$ cat config.mk
export PLATFORM = sky130hd
export DESIGN_NAME = lcnh_isqrt
export DESIGN_NICKNAME = d
export VERILOG_FILES = /design/src/lcnh_isqrt.sv
export SDC_FILE = /design/constraint.sdc
export NUM_CORES = 2
export LEC_CHECK = 0
export BUFFER_PORTS_ARGS = -buffer_cell sky130_fd_sc_hd__buf_2
export CAP_MARGIN = 10
export CORE_MARGIN = 2
export CORE_UTILIZATION = 40
export DETAILED_ROUTE_END_ITERATION = 8
export PLACE_DENSITY = 0.63
export SETUP_SLACK_MARGIN = 0.15
export SLEW_MARGIN = 0
export SYNTH_ARGS = -nofsm -noshare
export SYNTH_HDL_FRONTEND = slang
export SYNTH_MEMORY_MAX_BITS = 65536
export SYNTH_SLANG_ARGS = --single-unit
export TNS_END_PERCENT = 30
$ cat constraint.sdc
create_clock -name clock -period 4.61 [get_ports clock]
set_input_delay 0.2305 -clock clock [delete_from_list [all_inputs] [get_ports clock]]
set_output_delay 0.2305 -clock clock [all_outputs]
set_load 0.05 [all_outputs]
$ cat src/lcnh_isqrt.sv
// pipelined integer square root, one result bit per stage
module lcnh_isqrt #(
   parameter int IN_WIDTH   = 64,
   parameter int SIDE_WIDTH = 8
) (
   input  logic                    clock,
   input  logic                    reset,
   input  logic                    in_valid,
   input  logic [IN_WIDTH-1:0]     in_rad,
   input  logic [SIDE_WIDTH-1:0]   in_side,
   output logic                    out_valid,
   output logic [IN_WIDTH/2-1:0]   out_root,
   output logic [SIDE_WIDTH-1:0]   out_side
);

   localparam int STEPS = IN_WIDTH / 2;
   localparam int RW    = STEPS + 2;

   logic                  valid_ff [STEPS];
   logic [STEPS-1:0]      root_ff  [STEPS];
   logic [SIDE_WIDTH-1:0] side_ff  [STEPS];
   logic [RW-1:0]         rem_ff   [STEPS-1];
   logic [IN_WIDTH-1:0]   rad_ff   [STEPS-1];

   for (genvar i = 0; i < STEPS; i++) begin : g_step
      logic                  valid_src;
      logic [STEPS-1:0]      root_src;
      logic [SIDE_WIDTH-1:0] side_src;
      logic [RW-1:0]         rem_src;
      logic [IN_WIDTH-1:0]   rad_src;
      logic [RW+1:0]         cur, trial;
      logic                  take;

      if (i == 0) begin : g_first
         assign valid_src = in_valid;
         assign root_src  = '0;
         assign side_src  = in_side;
         assign rem_src   = '0;
         assign rad_src   = in_rad;
      end else begin : g_next
         assign valid_src = valid_ff[i-1];
         assign root_src  = root_ff[i-1];
         assign side_src  = side_ff[i-1];
         assign rem_src   = rem_ff[i-1];
         assign rad_src   = rad_ff[i-1];
      end

      // trial subtract of 4*root + 1 from the next two radicand bits
      assign cur   = {rem_src, rad_src[IN_WIDTH-1 -: 2]};
      assign trial = {2'b00, root_src, 2'b01};
      assign take  = (cur >= trial);

      always_ff @(posedge clock) begin
         if (reset) begin
            valid_ff[i] <= 1'b0;
         end else begin
            valid_ff[i] <= valid_src;
         end
         root_ff[i] <= {root_src[STEPS-2:0], take};
         side_ff[i] <= side_src;
      end

      if (i < STEPS - 1) begin : g_carry
         always_ff @(posedge clock) begin
            rem_ff[i] <= take ? RW'(cur - trial) : RW'(cur);
            rad_ff[i] <= rad_src << 2;
         end
      end
   end

   assign out_valid = valid_ff[STEPS-1];
   assign out_root  = root_ff[STEPS-1];
   assign out_side  = side_ff[STEPS-1];

endmodule

==> out/metrics.cfg <==
[synthesis]
synth_top_area_cell=dfxtp_1
yosysSeqAreaShare_pct=57.2
synth_area_leaders=dfxtp_1 57%, ha_1 7.1%, xnor2_1 3.9%
synth_seq_cells=2811
synth_xor_area_share_pct=7.48
yosys.area.top_type_share_pct=57.2
synth_top_family_by_area=simple AND/OR/NAND/NOR gates
synth-async-reset-ratio_pct=0
syn_inst=9397
synth_flop_cell=dfxtp_1
synthTopCellsByCount=2811 x dfxtp_1, 715 x inv_1, 625 x nor2_1
yosys.cell_count.top_type=dfxtp_1
synthMuxAreaShare_pct=1.17
synth-edff-count=0
synthAdderAreaFrac_pct=7.15
syn_area_um2=98400
synth_compound_area_share_pct=11.7
yosys.area_share.simple_pct=11.9
ys_types=85
syn-num-nets=10000
yosys_warnings=0
syn_avg_cell_area_um2=10.5

[sta]
setup_viol=0
worstMarginPinSlew_ns=1.03
period_minus_slack_ns=3.73
finClkSkew_ns=0.0730
finalSetupTns_ns=0
setup_ws_ns=0.876
clock.fmax_ghz=0.268
period_share_pct=81.0
rsz0062_at_grt=no
slew_headroom_pct=30.0
slew_viol_final=0
hold_viol=0

[critical_path]
crit_family=simple AND/OR/NAND/NOR gates
critical_path_depth=9
slowest_delay_ns=0.57
worst_setup_path_start_kind=register
timing.critical_path.from=rem_ff[0][180]
crit_path_end=rem_ff[0][217]
path_class=register to register
ff2ff_setup_slack_ns=0.88
crit_path_end_kind=register
r2r_start=rem_ff[0][180]
path_cells=or4_1 -> or3_4 -> or4_4 -> or3_4 -> or3_4 -> or4_1 -> nand3_2 -> nor3_1 -> xor2_1
path_max_fanout=12
timing.rr.end=rem_ff[0][217]
critPathSlowestCell=or4_1
arrival_ns=4.52
path_buf_inv=0
required_ns=5.40
cpMostUsedCell=or3_4
r2r_cells=9

[run_status]
status=completed

[drt]
dr.first_iter.drc_count=3953
first_pass_iters=6
detailroute.via_count=65300
routed_wl_mm=199
antenna_left=0
drcViolationCount=0
wl_per_cell_um=15.0
vias_per_cell=4.92

[floorplanning]
die_area_um2=250000
pin_count=116
die_h_um=500
die_w_um=500
coreArea_um2=245000
initial_utilization_pct=40.1
placementRows=182

[clock_network]
clock_sinks=2811
clk_pin_slew_ns=0.06
cts_hold_buf=148
clk_latency_ns=0.93
cts_resized=0
clock_path_buffers=4
cts_tree=yes
cts_setup_buffers=0
cts_max_level=5
cts-root-buf=clkbuf_16
cts_buffers=302

[global_route]
grt_pass1_wl_mm=325
grtUsageTotal_pct=15.5
grt_overflow=0
antenna_found_initial=3
grt_max_degree=60
grt_pass1_vias=64800

[place]
dp_slack_ns=0.892
portBuffers=115
place.gp.congestion=0.901
dp_hpwl_mm=146

[final_layout]
area_delta_synth_final_pct=15.9
drive_above_1_share_pct=7.95
nets=10500
fin_util_pct=46.5

[power_and_ir_drop]
ir_drop_mv=0.365
p_per_area_nw_per_um2=554
p_total_mw=63.2
leakagePower_nw=53.0

[flow_run]
cap_violations=0

[hold_path]
hold_path_class=input port to register

[where the power goes]
group,internal (mW),total (mW),leakage [nW],switching (mW)
clock,14.5,23.7,4.86,9.28
sequential,28.0,30.6,23.5,2.67
combinational,4.09,8.81,24.7,4.71
[placed cells by master, fill, tap and decap left out, types with 56 or more instances in the layout]
cell type,n
o21ai_0,388
nand2b_1,109
nand2_1,520
or3_1,83
nor4_1,123
clkbuf_16,307
nor2b_1,106
inv_1,715
dfxtp_1,2811
ha_1,562
and3_1,61
dlygate4sd3_1,148
o21a_1,114
nand4_1,93
xor2_1,402
nand3_1,148
a21o_1,257
clkbuf_1,56
mux2_2,94
a21oi_1,616
nor2_1,625
xnor2_1,438
nor3_1,239
buf_2,115
[flip-flops by register name, summed over array words and instances, names as in the netlist]
register  count
rem_ff     1003
rad_ff      992
root_ff     528
side_ff     256
valid_ff     32
[per-stage QoR]
step	instances	area (um2)	hold WS (ns)
6_report	13300	114000	0.0669
5_1_grt	13300	114000	0.0309
4_1_cts	13300	114000	0.0511
3_5_place_dp	12600	103000	0.312
3_3_place_gp	12600	103000	0.310
2_1_floorplan	9397	98400	0.258
[cells by family after synthesis]
group / after synthesis
buf+inv: 894
flops: 2811
xor+xnor: 840
other cells: 1
fa+ha+maj: 562
compound gates: 1832
simple gates: 2354
mux: 103
[area by class of cell]
cell class | count | area [um2]
fillers | 22300 | 131000
clock inverters | 98 | 1260
multi-input cells | 5692 | 38800
diodes | 3 | 7.51
clock buffers | 416 | 8620
repair buffers | 299 | 2340
well taps | 3220 | 4030
flip-flops and latches | 2811 | 56300
inverters | 719 | 2700
[metal layers]
metal	wire length (um)	GRT usage (%)	vias up
met5	0	0	-
met3	7770	2.47	470
li1	-	-	32900
met4	7590	6.27	0
met2	95100	27.0	1350
met1	88100	19.1	30500
[worst reg2reg max path: cells and delay by family, from the launching register on]
kind	cells	cell delay, ns
xor gates and xnor gates	1	0.15
DFF	1	0.34
and+or+nand+nor	8	3.13
[worst min-delay path by stage]
stage                     depth (start not counted)  slack, ns            start              to
after floorplan                                   0       0.26        in_rad[0]    rad_ff[0][0]
after global placement                            0       0.31  side_ff[12][14]  side_ff[13][6]
after detailed placement                          0       0.31   rad_ff[22][50]  rad_ff[23][52]
after CTS                                         2       0.05       in_rad[26]   rad_ff[0][26]
after global routing                              2       0.03       in_rad[26]   rad_ff[0][26]
final                                             2       0.07       in_rad[26]   rad_ff[0][26]
(Power assumes the default switching activity.)
